==> config.mk <==
export PLATFORM = sky130hd
export DESIGN_NAME = mslrng_seed_mem
export DESIGN_NICKNAME = d
export VERILOG_FILES = /design/src/rtl/mslrng_pkg.sv /design/src/rtl/mslrng_seed_mem.sv
export VERILOG_INCLUDE_DIRS = /design/src /design/src/rtl
export SDC_FILE = /design/constraint.sdc
export NUM_CORES = 2
export LEC_CHECK = 0
export BUFFER_PORTS_ARGS = -buffer_cell sky130_fd_sc_hd__clkbuf_2
export CAP_MARGIN = 20
export CORE_ASPECT_RATIO = 1.1
export CORE_MARGIN = 2
export CORE_UTILIZATION = 42
export CTS_BUF_LIST = sky130_fd_sc_hd__clkbuf_4
export CTS_CLUSTER_SIZE = 24
export DETAILED_ROUTE_END_ITERATION = 6
export HOLD_SLACK_MARGIN = 0.06
export REMOVE_ABC_BUFFERS = 1
export SYNTH_ARGS = -nofsm -noshare
export SYNTH_HDL_FRONTEND = slang
export SYNTH_SLANG_ARGS = --single-unit
export TNS_END_PERCENT = 20
==> constraint.sdc <==
create_clock -name aclk -period 4.16 [get_ports aclk]
set_clock_uncertainty 0.15 [all_clocks]
set_input_delay 0.624 -clock aclk [delete_from_list [all_inputs] [get_ports aclk]]
set_output_delay 0.624 -clock aclk [all_outputs]
set_load 0.02 [all_outputs]
==> src/rtl/multi_stream_lehmer_rng_top_assert.svh <==
// Assertion macros for the multi-stream Lehmer generator.
// Included by the modules that carry concurrent assertions; no other dependencies.
`ifndef MULTI_STREAM_LEHMER_RNG_TOP_ASSERT_SVH
`define MULTI_STREAM_LEHMER_RNG_TOP_ASSERT_SVH
`ifndef NO_ASSERTIONS
`define MSL_ASSERT(label, clk, rstn, prop, msg) \
    label: assert property (@(posedge clk) disable iff (!(rstn)) (prop)) else $error(msg);
`define MSL_ASSERT_ALWAYS(label, clk, prop, msg) \
    label: assert property (@(posedge clk) (prop)) else $error(msg);
`else
`define MSL_ASSERT(label, clk, rstn, prop, msg)
`define MSL_ASSERT_ALWAYS(label, clk, prop, msg)
`endif
`endif

==> src/rtl/mslrng_pkg.sv <==
// Shared types, constants and the default seed table of the Lehmer generator.
// No dependencies.
`timescale 1ns / 1ps

package mslrng_pkg;

    localparam int STREAM_COUNT       = 101;
    localparam int SEED_IDX_W         = $clog2(STREAM_COUNT);
    localparam int DEFAULT_SEED_COUNT = 101;
    localparam int DSEED_IDX_W        = $clog2(DEFAULT_SEED_COUNT);

    localparam int SEED_W   = 31;
    localparam int FRAC_W   = 24;
    localparam int VALUE_W  = 16;
    localparam int FUNC_W   = 2;
    localparam int STREAM_W = 7;
    localparam int SPAN_W   = VALUE_W + 1;
    localparam int PROD_W   = SEED_W + 30;
    localparam int RPROD_W  = SPAN_W + FRAC_W;

    localparam logic [SEED_W-1:0] PRIME_MOD  = 31'h7FFF_FFFF;
    localparam logic [29:0]       LEHMER_MUL = 30'd630360016;

    typedef logic [SEED_W-1:0]     seed_t;
    typedef logic [SEED_IDX_W-1:0] seed_idx_t;

    typedef enum logic [FUNC_W-1:0] {
        FUNC_DRAW = 2'd0,
        FUNC_SET  = 2'd1,
        FUNC_READ = 2'd2
    } func_t;

    typedef struct packed {
        logic      en;
        seed_idx_t addr;
    } seed_rd_t;

    typedef struct packed {
        logic      en;
        seed_idx_t addr;
        seed_t     data;
    } seed_wr_t;

    localparam seed_t DEFAULT_SEED_TAB [DEFAULT_SEED_COUNT] = '{
        31'd1,
        31'd1973272912, 31'd281629770,  31'd20006270,   31'd1280689831, 31'd2096730329,
        31'd1933576050, 31'd913566091,  31'd246780520,  31'd1363774876, 31'd604901985,
        31'd1511192140, 31'd1259851944, 31'd824064364,  31'd150493284,  31'd242708531,
        31'd75253171,   31'd1964472944, 31'd1202299975, 31'd233217322,  31'd1911216000,
        31'd726370533,  31'd403498145,  31'd993232223,  31'd1103205531, 31'd762430696,
        31'd1922803170, 31'd1385516923, 31'd76271663,   31'd413682397,  31'd726466604,
        31'd336157058,  31'd1432650381, 31'd1120463904, 31'd595778810,  31'd877722890,
        31'd1046574445, 31'd68911991,   31'd2088367019, 31'd748545416,  31'd622401386,
        31'd2122378830, 31'd640690903,  31'd1774806513, 31'd2132545692, 31'd2079249579,
        31'd78130110,   31'd852776735,  31'd1187867272, 31'd1351423507, 31'd1645973084,
        31'd1997049139, 31'd922510944,  31'd2045512870, 31'd898585771,  31'd243649545,
        31'd1004818771, 31'd773686062,  31'd403188473,  31'd372279877,  31'd1901633463,
        31'd498067494,  31'd2087759558, 31'd493157915,  31'd597104727,  31'd1530940798,
        31'd1814496276, 31'd536444882,  31'd1663153658, 31'd855503735,  31'd67784357,
        31'd1432404475, 31'd619691088,  31'd119025595,  31'd880802310,  31'd176192644,
        31'd1116780070, 31'd277854671,  31'd1366580350, 31'd1142483975, 31'd2026948561,
        31'd1053920743, 31'd786262391,  31'd1792203830, 31'd1494667770, 31'd1923011392,
        31'd1433700034, 31'd1244184613, 31'd1147297105, 31'd539712780,  31'd1545929719,
        31'd190641742,  31'd1645390429, 31'd264907697,  31'd620389253,  31'd1502074852,
        31'd927711160,  31'd364849192,  31'd2049576050, 31'd638580085,  31'd547070247
    };

    function automatic seed_t default_seed(input seed_idx_t idx);
        logic [31:0] wide;
        seed_t       r;
        wide = 32'(idx);
        if (wide < DEFAULT_SEED_COUNT) begin
            r = DEFAULT_SEED_TAB[wide[DSEED_IDX_W-1:0]];
        end else begin
            r = 31'd1;
        end
        return r;
    endfunction

endpackage

==> src/rtl/mslrng_seed_mem.sv <==
// Seed table: one write port, one registered read port, per-entry valid bits.
// Entries never written read back as the default seed. Depends on mslrng_pkg.
`timescale 1ns / 1ps
`include "multi_stream_lehmer_rng_top_assert.svh"

module mslrng_seed_mem import mslrng_pkg::*; (
    input  logic     aclk,
    input  logic     aresetn,
    input  seed_rd_t rd,
    input  seed_wr_t wr,
    output seed_t    rd_data
);

    seed_t                   mem_reg [STREAM_COUNT];
    logic [STREAM_COUNT-1:0] valid_reg;
    seed_t                   rd_data_reg;
    seed_t                   rd_dflt_reg;
    logic                    rd_hit_reg;

    always_ff @(posedge aclk) begin
        if (wr.en) begin
            mem_reg[wr.addr] <= wr.data;
        end
        if (rd.en) begin
            rd_data_reg <= mem_reg[rd.addr];
            rd_dflt_reg <= default_seed(rd.addr);
        end
    end

    always_ff @(posedge aclk) begin
        if (!aresetn) begin
            valid_reg  <= '0;
            rd_hit_reg <= 1'b0;
        end else begin
            if (wr.en) begin
                valid_reg[wr.addr] <= 1'b1;
            end
            if (rd.en) begin
                rd_hit_reg <= valid_reg[rd.addr];
            end
        end
    end

    assign rd_data = rd_hit_reg ? rd_data_reg : rd_dflt_reg;

    `MSL_ASSERT(a_no_rw_overlap, aclk, aresetn, !(rd.en && wr.en), "seed table read and write overlap")
    `MSL_ASSERT(a_write_marks_valid, aclk, aresetn, wr.en |=> valid_reg[$past(wr.addr)], "written entry not marked valid")

endmodule

==> summary.txt <==
Timing
  – Setup TNS: 0 ns
  – Final period util: 0.9542
  – Final setup viols: 0
  – Hold WS: 0.1955 ns
  – Fin crit period: 3.969 ns
  – F_max: 0.2519 GHz
  – RSZ-0062 raised after global routing: no
  – Max-Slew Margin vs Limit: 0.1053
  – Final hold vios: 0
  – Worst-margin pin slew: 1.342 ns
  – Max-slew violation count: 0

Clock tree
  – # clock sinks: 3295
  – Inserted Clock Buffers: 815
  – Root buf cell: clkbuf_4
  – H-Tree Depth: 6
  – CTS tree: done
  – Setup Buffers After CTS: 0
  – Worst-path clk slew: 0.07 ns
  – Clk buf depth: 4
  – Worst-Skew Late Latency: 1.69 ns

Setup path
  – Slowest-stage cell, CP: dfxtp_4
  – Critical path buffer and inverter count: 2
  – CP arrival: 3.20 ns
  – Critical path depth: 3
  – Setup crit end kind: primary output
  – Worst endpoint required time: 3.39 ns
  – R2r endpoint: rd_data_reg[15]
  – Cells on worst reg2reg path: 6
  – CP peak stage delay: 0.66 ns
  – Worst setup path endpoint: rd_data[9]
  – CP cell instances: buf_4, mux2_2, clkbuf_2
  – Critical path class: reg2out
  – Worst setup path startpoint: rd_hit_reg
  – R2R setup slack: 0.78 ns
  – Reg-to-reg startpoint: mem_reg[4][15]
  – Setup crit start kind: register
  – CP max FO: 16
  – CP top delay family: flip-flops

Synthesis
  – Sequential-to-total area share from yosys stat: 0.7458
  – Main flop type after synthesis: edfxtp_1
  – Synth Cell Area: 131300 µm²
  – Distinct cells, synth: 70
  – Share of synthesized registers carrying an async set or reset: 0
  – Post-synthesis area per instance: 18.61 µm²
  – Number of synthesized flops with an enable pin: 3193
  – Yosys warns: 0
  – Post-synthesis register bit count: 3295
  – Post-synthesis cell count: 7056
  – Synth area leader: edfxtp_1
  – Synth top area share: 0.7303
  – Largest cells by area after synthesis: edfxtp_1, mux4_2, mux2i_1

Power and ir drop
  – Comb pwr share: 0.075
  – Tot Pwr: 69.29 mW
  – Reg power frac: 0.530
  – Net Sw Frac: 0.2468
  – PwrDens: 452.8 nW/µm²
  – Clock power share: 0.395
  – P_sw: 17.10 mW
  – Int Pwr: 52.19 mW
  – Static Leak: 51.31 nW
  – VDD IR-drop max: 0.0003282 V

Placed design
  – Port bufs: 79
  – Dpl cells: 11.39k
  – HPWL Detailed: 259700 µm
  – GPL Wtd Cong: 0.9294

Floorplanning
  – Chip Height: 590.4 µm
  – Initial Util: 0.4215
  – Standard-cell row count: 215
  – Die ar.: 317100 µm²
  – Die Width: 537.1 µm
  – Core box area: 311500 µm²
  – I/O pins: 80

Global route
  – Number of global-route vias before repair: 76.41k
  – Initial antenna violation count: 50
  – First-pass GRT wire length: 602000 µm
  – Total track usage: 0.2734
  – Largest net degree at the start of global routing: 102
  – Global route total overflow: 0

Routing
  – DRT met1 WL: 167800 µm
  – DR iter-0 viols: 10.91k
  – Antenna viol nets, final: 0
  – Total iterations of the first detailed-routing run: 7
  – Metal3 WL: 42150 µm
  – Vias/cell: 5.992
  – Routed WL: 439300 µm
  – Vias: 77.81k
  – Wirelength per Cell: 33.83 µm
  – Met2 wire len: 205000 µm
  – Max Used Layer: met5
  – DRC: 0

Final layout
  – Layout cell share with drive strength beyond 1: 0.2982
  – Max reg flops: 3131
  – P&R area growth vs syn: 16.54%
  – Net count reported at finish: 8262
  – Fin cells: 12.99k
  – Layout filler cell count: 26.17k
  – Finished Core Util: 0.4912

Job
  – Max-Cap Viols: 0

Min path
  – Hold crit path type: in2reg

Run status
  – Outcome: finished, final reports clean
## how the worst min path moves through the flow
stage / start / endpoint / slack (ns) / cells past startpoint
final: wr[22] / mem_reg[64][22] / 0.20 / 2
after global placement: valid_reg[86] / valid_reg[86] / 0.29 / 1
after CTS: wr[8] / mem_reg[43][8] / 0.07 / 2
after global routing: wr[20] / mem_reg[41][20] / 0.12 / 2
after detailed placement: valid_reg[2] / valid_reg[2] / 0.30 / 1
after floorplan: valid_reg[16] / valid_reg[16] / 0.28 / 1
## per-layer routing
metal | up-vias | GRT usage
met4 | 26 | 0.1382
met2 | 4573 | 0.4281
met3 | 882 | 0.05655
met5 | - | 0
met1 | 40469 | 0.3629
li1 | 31861 | -
## cell families after synthesis
kind of cell             Yosys count  share of synthesized area
buffers and inverters            480                    0.02186
multiplexers                    1224                     0.1391
adder cells (fa/ha/maj)            8                  0.0007624
flip-flops                      3295                     0.7458
AO/OA/AOI/OAI                   1272                    0.06680
AND/OR/NAND/NOR                  777                    0.02561
## cells in the final DEF, fill, tap and decap left out, drive strengths merged, types with 8 or more instances in the layout
cell type / instances
a22o: 32
nand2b: 24
a2111oi: 13
o211ai: 62
clkinv: 237
o21ai: 138
inv: 40
nor2b: 37
a311oi: 34
clkbuf: 1214
o311ai: 9
mux2: 38
nand3: 58
mux4: 477
nor3: 50
ha: 8
a31oi: 47
buf: 662
dlygate4sd3: 100
a21oi: 288
diode: 17
o21a: 102
bufinv: 13
and2: 10
a221oi: 47
dfxtp: 102
nand2: 337
and3: 9
nor2: 217
o221ai: 12
a22oi: 343
a211oi: 75
mux2i: 709
nor4: 8
edfxtp: 3193
o22ai: 32
## metrics by stage
| step | area [µm²] | setup WS (ns) |
|---|---|---|
| 3_3_place_gp | 140800 | -0.2164 |
| 5_1_grt | 153000 | 0.1162 |
| 4_1_cts | 152900 | 0.07013 |
| 2_1_floorplan | 128500 | -3.690 |
| 6_report | 153000 | 0.1906 |
| 3_5_place_dp | 140900 | -0.2629 |
## power by group through the flow
stage / clock, mW / sequential, mW / combinational (mW)
final: 27.4 / 36.7 / 5.22
after global routing: 29.6 / 36.7 / 5.35
after CTS: 27.9 / 36.7 / 5.16
after detailed placement: 0 / 37.4 / 4.94
after global placement: 0 / 37.4 / 4.92
after floorplan: 0 / 37.3 / 1.79
## cells in the mapped netlist (30+ instances only)
cell type / instances
edfxtp_1: 3193
mux2i_1: 709
mux4_2: 477
a22oi_1: 343
nand2_1: 337
a21oi_1: 288
nor2_1: 217
clkbuf_1: 171
buf_2: 137
o21ai_0: 129
dfxtp_1: 102
o21a_1: 102
o211ai_1: 61
nand3_1: 58
buf_4: 57
buf_6: 57
nor3_1: 48
a221oi_1: 47
a31oi_1: 47
a211oi_1: 45
mux2_2: 38
nor2b_1: 37
a311oi_1: 34
a22o_1: 32
o22ai_1: 32
a211oi_2: 30
buf_1: 30
## final cells by class
class                   instances  area, µm²  area share
flip-flops and latches       3295      97930      0.6400
inverters                       8      32.53   0.0002126
well taps                    4123       5159     0.03372
repair buffers                804       7901     0.05164
clock buffers                1172       8798     0.05750
multi-input cells            3281      31330      0.2047
diodes                         17      42.54   0.0002780
clock inverters               286       1822     0.01191
## timing repair
action | 4_1_cts | 5_1_grt
hold buffers | 117 | 1
setup endpoints to repair | 19 | 0
gates resized for setup | 1 | 0
hold endpoints to repair | 5334 | 32
Power figures use the tool's default switching activity.
