--- src/rtl/multi_stream_lehmer_rng_top_assert.svh ---
// Assertion macros for the multi-stream Lehmer generator.
// Included by the modules that carry concurrent assertions; no other dependencies.
`ifndef MULTI_STREAM_LEHMER_RNG_TOP_ASSERT_SVH
`define MULTI_STREAM_LEHMER_RNG_TOP_ASSERT_SVH
`ifndef NO_ASSERTIONS
`define MSL_ASSERT(label, clk, rstn, prop, msg) \
    label: assert property (@(posedge clk) disable iff (!(rstn)) (prop)) else $error(msg);
`define MSL_ASSERT_ALWAYS(label, clk, prop, msg) \
    label: assert property (@(posedge clk) (prop)) else $error(msg);
`else
`define MSL_ASSERT(label, clk, rstn, prop, msg)
`define MSL_ASSERT_ALWAYS(label, clk, prop, msg)
`endif
`endif

--- src/rtl/mslrng_pkg.sv ---
// Shared types, constants and the default seed table of the Lehmer generator.
// No dependencies.
`timescale 1ns / 1ps

package mslrng_pkg;

    localparam int STREAM_COUNT       = 101;
    localparam int SEED_IDX_W         = $clog2(STREAM_COUNT);
    localparam int DEFAULT_SEED_COUNT = 101;
    localparam int DSEED_IDX_W        = $clog2(DEFAULT_SEED_COUNT);

    localparam int SEED_W   = 31;
    localparam int FRAC_W   = 24;
    localparam int VALUE_W  = 16;
    localparam int FUNC_W   = 2;
    localparam int STREAM_W = 7;
    localparam int SPAN_W   = VALUE_W + 1;
    localparam int PROD_W   = SEED_W + 30;
    localparam int RPROD_W  = SPAN_W + FRAC_W;

    localparam logic [SEED_W-1:0] PRIME_MOD  = 31'h7FFF_FFFF;
    localparam logic [29:0]       LEHMER_MUL = 30'd630360016;

    typedef logic [SEED_W-1:0]     seed_t;
    typedef logic [SEED_IDX_W-1:0] seed_idx_t;

    typedef enum logic [FUNC_W-1:0] {
        FUNC_DRAW = 2'd0,
        FUNC_SET  = 2'd1,
        FUNC_READ = 2'd2
    } func_t;

    typedef struct packed {
        logic      en;
        seed_idx_t addr;
    } seed_rd_t;

    typedef struct packed {
        logic      en;
        seed_idx_t addr;
        seed_t     data;
    } seed_wr_t;

    localparam seed_t DEFAULT_SEED_TAB [DEFAULT_SEED_COUNT] = '{
        31'd1,
        31'd1973272912, 31'd281629770,  31'd20006270,   31'd1280689831, 31'd2096730329,
        31'd1933576050, 31'd913566091,  31'd246780520,  31'd1363774876, 31'd604901985,
        31'd1511192140, 31'd1259851944, 31'd824064364,  31'd150493284,  31'd242708531,
        31'd75253171,   31'd1964472944, 31'd1202299975, 31'd233217322,  31'd1911216000,
        31'd726370533,  31'd403498145,  31'd993232223,  31'd1103205531, 31'd762430696,
        31'd1922803170, 31'd1385516923, 31'd76271663,   31'd413682397,  31'd726466604,
        31'd336157058,  31'd1432650381, 31'd1120463904, 31'd595778810,  31'd877722890,
        31'd1046574445, 31'd68911991,   31'd2088367019, 31'd748545416,  31'd622401386,
        31'd2122378830, 31'd640690903,  31'd1774806513, 31'd2132545692, 31'd2079249579,
        31'd78130110,   31'd852776735,  31'd1187867272, 31'd1351423507, 31'd1645973084,
        31'd1997049139, 31'd922510944,  31'd2045512870, 31'd898585771,  31'd243649545,
        31'd1004818771, 31'd773686062,  31'd403188473,  31'd372279877,  31'd1901633463,
        31'd498067494,  31'd2087759558, 31'd493157915,  31'd597104727,  31'd1530940798,
        31'd1814496276, 31'd536444882,  31'd1663153658, 31'd855503735,  31'd67784357,
        31'd1432404475, 31'd619691088,  31'd119025595,  31'd880802310,  31'd176192644,
        31'd1116780070, 31'd277854671,  31'd1366580350, 31'd1142483975, 31'd2026948561,
        31'd1053920743, 31'd786262391,  31'd1792203830, 31'd1494667770, 31'd1923011392,
        31'd1433700034, 31'd1244184613, 31'd1147297105, 31'd539712780,  31'd1545929719,
        31'd190641742,  31'd1645390429, 31'd264907697,  31'd620389253,  31'd1502074852,
        31'd927711160,  31'd364849192,  31'd2049576050, 31'd638580085,  31'd547070247
    };

    function automatic seed_t default_seed(input seed_idx_t idx);
        logic [31:0] wide;
        seed_t       r;
        wide = 32'(idx);
        if (wide < DEFAULT_SEED_COUNT) begin
            r = DEFAULT_SEED_TAB[wide[DSEED_IDX_W-1:0]];
        end else begin
            r = 31'd1;
        end
        return r;
    endfunction

endpackage

--- src/rtl/mslrng_lehmer.sv ---
// Two-stage Lehmer step: seed * 630360016, then Mersenne fold mod 2^31-1.
// Depends on mslrng_pkg.
`timescale 1ns / 1ps

module mslrng_lehmer import mslrng_pkg::*; (
    input  logic  aclk,
    input  seed_t seed,
    output seed_t z
);

    logic [PROD_W-1:0] prod_next;
    logic [PROD_W-1:0] prod_reg;
    logic [31:0]       fold_sum;
    seed_t             z_next;
    seed_t             z_reg;

    assign prod_next = PROD_W'(seed) * PROD_W'(LEHMER_MUL);

    assign fold_sum = 32'(prod_reg[PROD_W-1:SEED_W]) + 32'(prod_reg[SEED_W-1:0]);
    assign z_next   = (fold_sum >= 32'(PRIME_MOD)) ? SEED_W'(fold_sum - 32'(PRIME_MOD))
                                                   : fold_sum[SEED_W-1:0];

    always_ff @(posedge aclk) begin
        prod_reg <= prod_next;
        z_reg    <= z_next;
    end

    assign z = z_reg;

endmodule
--- config.mk ---
export PLATFORM = sky130hd
export DESIGN_NAME = mslrng_lehmer
export DESIGN_NICKNAME = d
export VERILOG_FILES = /design/src/rtl/multi_stream_lehmer_rng_top_assert.svh /design/src/rtl/mslrng_pkg.sv /design/src/rtl/mslrng_lehmer.sv
export SDC_FILE = /design/constraint.sdc
export NUM_CORES = 1
export LEC_CHECK = 0
export ABC_AREA = 0
export ABC_CLOCK_PERIOD_IN_PS = 8100
export BUFFER_PORTS_ARGS = -buffer_cell sky130_fd_sc_hd__buf_2
export CAP_MARGIN = 20
export CORE_UTILIZATION = 50
export DETAILED_ROUTE_END_ITERATION = 6
export PLACE_DENSITY = 0.66
export SLEW_MARGIN = 30
export SYNTH_ARGS = -nofsm -noshare
export SYNTH_HDL_FRONTEND = slang
export SYNTH_SLANG_ARGS = --single-unit
--- constraint.sdc ---
create_clock -name aclk -period 8.1 [get_ports aclk]
set_input_delay 0 -clock aclk [delete_from_list [all_inputs] [get_ports aclk]]
set_output_delay 0 -clock aclk [all_outputs]
set_load 0.01 [all_outputs]
==> qor.txt, run 1 <==
status: finished with violations
failing checks: DRC
Total GRT Usage: 0.2546
DRC: 12
WS Path Type: in -> reg
Die ar.: 37070 um2
cts repair resizes: 0
async set-reset flop share out of synthesis: 0
Remaining Overflow, GRT: 0
CP max stage delay: 560 ps
clk_lat worst skew: 340 ps
max_cap viols: 0
placed cell area: 18910 um2
Die Ht: 192.5 um
vias in the first global route: 13540
Sink Count: 88
distinct cell type count after synthesis: 73
Highest Clock Rate: 146.0 MHz
max-slew violation count: 0
synthesized instance count: 1920
first-pass GRT wire length: 71.97 mm
CP Data Arrival Time: 7080 ps
Post-synth top flop: dfxtp_1
startpoint types: input pin
H-Tree Depth: 3
fin crit period: 6849 ps
Root Driver: clkbuf_16
antenna violations before repair: 0
Final setup viols: 0
hold crit path type: in -> reg
Final Routed Wirelength: 44.04 mm
Crit path max-delay family: adder cells
Post-synth EDFFs: 0
Post-Syn Area: 18150 um2
crit end category: flip-flop
Detail Route Antenna Nets: 0
RSZ-0062 raised after global routing: no
router iterations before antenna repair: 7
CTS tree: built
IO Pins: 63
syn nets: 2598
initial DRC count: 721
CTS Buf Count: 9
Tcrit/Tclk final: 0.8455
routability cong.: 0.9615
die width: 192.5 um
final net count: 2643
worst-margin pin slew: 684.5 ps
final hold viol count: 0
Vias per Instance: 5.235
Finished Cell Area: 19230 um2
sequential-to-total area share from yosys stat: 0.09706
buffers and inverters on the worst path: 4
Clk pin slew, worst setup/hold paths: 60 ps
WL/cell: 18.12 um
most common cell after layout, fill and taps aside: inv_1
clk buf depth: 2
crit-path max FO: 8
Core Rows: 69
FF+latch count, synth: 88
final clock skew: 11.08 ps
Antenna diodes: 0
layout cells sized above 1: 0.04822
Starting Density: 0.5091
I/O Buffers: 62
Post-DP HPWL: 38.40 mm
average size of a mapped cell: 9.454 um2
largest net degree at the start of global routing: 19
critical path's slowest cell: fa_1
core box area: 35660 um2
synthesis-to-layout area growth: 5.962%
Slew HR: 0.5436
total negative slack: 0 ps
yosys warns: 0
WP data required: 8340 ps
via count: 12730
Cell Chain, Critical Path: dlygate4sd3_1 -> buf_2 -> ha_1 -> ha_1 -> ha_1 -> a21o_1 -> fa_1 -> fa_1 -> fa_1 -> inv_1 -> fa_1 -> inv_1 -> ha_1 -> a21o_1 -> a21oi_1 -> o21bai_1 -> a21oi_1 -> o21ai_0 -> o21ai_0 -> a21oi_1 -> o21ai_1 -> o21ai_0 -> or4b_1 -> and3_1
max FFs per register: 57
commonest non-fill, non-tap cells in the layout: inv_1 (543), ha_1 (356), fa_1 (290), dfxtp_1 (88), a21oi_1 (77)
==> per-layer routing <==
metal	routed length [um]	vias to the layer above	share of wire	global-route usage
li1	-	6189	-	-
met1	21240	6232	0.48	0.3571
met2	20220	265	0.46	0.4250
met3	1493	41	0.034	0.01982
met4	1091	0	0.025	0.06269
met5	0	-	0	0
==> final timing paths <==
kind | start | slack [ps] | cells after the start | endpoint
max | seed[0] | 1250 | 24 | prod_reg[60]
min | seed[3] | 350 | 3 | prod_reg[7]
max reg2reg | prod_reg[4] | 3690 | 12 | z[1]
min reg2reg | prod_reg[34] | 510 | 1 | z[3]
==> per-stage QoR <==
stage / worst slack, ps / cells / hold slack [ps] / util
4_1_cts: 1283 / 2431 / 334.4 / 0.5394
2_1_floorplan: 1965 / 1920 / 27.72 / -
3_3_place_gp: 1182 / 2413 / 315.4 / 0.5305
6_report: 1251 / 2431 / 346.7 / 0.5394
5_1_grt: 910.0 / 2431 / 347.5 / 0.5394
3_5_place_dp: 1011 / 2413 / 319.6 / 0.5305
==> synthesized netlist by cell type, types with 22 or more instances <==
library cell / instances / area share
nand4_1: 22 / 0.0076
nand2_1: 58 / 0.012
nor2_1: 49 / 0.010
clkbuf_1: 25 / 0.0052
dfxtp_1: 88 / 0.097
a21o_1: 51 / 0.021
xnor2_1: 68 / 0.033
fa_1: 290 / 0.32
xor2_1: 34 / 0.016
ha_1: 356 / 0.25
nor3_1: 24 / 0.0066
nand3_1: 25 / 0.0069
o21ai_0: 34 / 0.0094
inv_1: 543 / 0.11
a21oi_1: 77 / 0.021
==> logic make-up (layout without fill, tap and decap cells) <==
family | Yosys count | after routing | synth area share
xor+xnor | 102 | 102 | 0.04922
fa+ha+maj | 646 | 646 | 0.5652
buf+inv | 574 | 624 | 0.1193
mux | 4 | 4 | 0.002275
compound gates | 253 | 253 | 0.09278
simple gates | 253 | 253 | 0.07410
flops | 88 | 88 | 0.09706
==> tightest hold or removal path: stages <==
cell	delay [ps]
buf_2	320
ha_1	200
ha_1	120
==> final cells by class <==
class	instances	area [um2]
multi-input cells	1258	14220
clock inverters	5	46.29
well taps	461	576.8
inverters	544	2042
flip-flops and latches	88	1762
fillers	3282	16420
clock buffers	11	252.7
repair buffers	64	330.3
==> what timing repair did <==
action / 4_1_cts / 5_1_grt
hold buffers: 2 / 0
endpoints found under the hold margin: 2 / 0
buffers inserted: 0 / 0
Power of run 1 is left out: the tool's default activity adds up to more than one toggle a clock period on the data nets, which glitch-free logic cannot reach.
==> run 2: changes to the inputs <==
Settings changed: ABC_CLOCK_PERIOD_IN_PS 8100 to 6300, PLACE_DENSITY 0.66 to 0.69.
Clock period 8.1 ns to 6.3 ns, I/O delays scaled along.
==> qor.txt, run 2 (synthesis gave the netlist of run 1 again) <==
Highest Clock Rate: 166.2 MHz
Slew HR: 0.5166
Remaining Overflow, GRT: 0
flop-to-flop setup slack: 1870 ps
crit end category: flip-flop
Total GRT Usage: 0.2481
Die ar.: 37070 um2
WS Path Type: in -> reg
CTS Buf Count: 9
R2R Path Start: prod_reg[35]
Worst Hold End: prod_reg[4]
Critical Path Start: seed[17]
CTS tree: built
Core Rows: 69
DRC: 16
Detail Route Antenna Nets: 0
hold depth: 2
routability cong.: 0.9332
max_cap viols: 0
Hold Startpoint: seed[0]
postcts setup bufs: 0
Clk pin slew, worst setup/hold paths: 70 ps
r2r endpoint: z[1]
first-pass GRT wire length: 71.08 mm
Antenna diodes: 0
max FFs per register: 57
final net count: 2792
I/O Buffers: 62
WP data required: 6540 ps
IO Pins: 63
Root Driver: clkbuf_16
synthesis-to-layout area growth: 12.54%
Vias per Instance: 5.179
clk_lat worst skew: 350 ps
Finished Cell Area: 20430 um2
worst-margin pin slew: 719.5 ps
crit-path max FO: 4
Die Ht: 192.5 um
clk buf depth: 2
Finished Layout Cells: 2580
startpoint types: input pin
layout cells sized above 1: 0.1189
fin crit period: 6017 ps
placed cell area: 20090 um2
largest net degree at the start of global routing: 20
Starting Density: 0.5091
antenna violations before repair: 0
die width: 192.5 um
Final setup viols: 0
H-Tree Depth: 3
Sink Count: 88
core box area: 35660 um2
status: finished with violations
final hold viol count: 0
CP Data Arrival Time: 6260 ps
commonest non-fill, non-tap cells in the layout: inv_1 (543), ha_1 (356), fa_1 (290), buf_4 (148), dfxtp_1 (88)
hold buffers post-CTS: 0
most common cell after layout, fill and taps aside: inv_1
Tcrit/Tclk final: 0.9551
Post-DP HPWL: 39.09 mm
max-slew violation count: 0
via count: 13360
final clock skew: 8.749 ps
failing checks: DRC
Inst Count DP: 2564
worst reg-to-reg path cell count: 12
hold crit path type: in -> reg
WL/cell: 16.67 um
Final Routed Wirelength: 43.01 mm
vias in the first global route: 14070
initial DRC count: 716
router iterations before antenna repair: 7
[run 2: cell count changes in the layout (fill, tap and decap cells not counted), sizes merged]
cell / previous run / this run
clkbuf: 11 / 9
buf: 62 / 213
clkinv: 1 / 2
inv: 548 / 549
dlygate4sd3: 2 / 0
[run 2: how the worst max path moves through the flow]
stage / endpoint / slack [ps]
after floorplan: prod_reg[60] / 160
after global placement: prod_reg[60] / -290
after detailed placement: prod_reg[60] / -310
after CTS: prod_reg[60] / 40
after global routing: prod_reg[60] / -20
final: prod_reg[60] / 280
[run 2: cell type report]
type                       count  area (um2)
fill                        3163       15230
sequential                    88        1762
tap                          461       576.8
clock buffer                   9       225.2
timing repair buffer         213        1481
clock inverter                 7       81.33
inverter                     544        2042
multi-input combinational   1258       14260
[run 2: metal layers]
metal | global-route usage | share of wire | vias up
met1 | 0.3388 | 0.46 | 6501
met3 | 0.01964 | 0.037 | 68
li1 | - | - | 6499
met2 | 0.4198 | 0.47 | 294
met5 | 0 | 0 | -
met4 | 0.07299 | 0.032 | 0
[run 2: metrics by stage]
| stage | setup TNS, ps | util | setup WS (ps) | hold slack [ps] |
|---|---|---|---|---|
| global route | -15.76 | 0.5729 | -15.76 | 22.73 |
| CTS | 0 | 0.5719 | 39.23 | 10.36 |
| finish | 0 | 0.5729 | 282.7 | 11.48 |
| global placement | -978.3 | 0.5633 | -289.6 | 373.2 |
| floorplan | 0 | - | 164.8 | 27.72 |
| detailed placement | -1201 | 0.5633 | -314.5 | 371.6 |
[run 2: critical path, stage by stage]
cell and delay (ps):
buf_2 150, fa_1 560, fa_1 420, ha_1 300, fa_1 580, fa_1 470
fa_1 560, inv_1 60, fa_1 520, inv_1 40, ha_1 300, a21o_1 160
a31oi_1 240, o211ai_1 160, a41oi_2 230, a2111oi_2 120, o21ai_0 180, buf_4 150
a21oi_1 80, o21ai_2 150, o21ai_1 130, or4b_1 510, and3_1 170
[run 2: what timing repair did]
| action | 4_1_cts | 5_1_grt |
|---|---|---|
| resized for setup | 0 | 10 |
| setup endpoints to repair | 0 | 6 |
| endpoints found under the hold margin | 0 | 0 |
Power of run 2 is left out for the same reason.
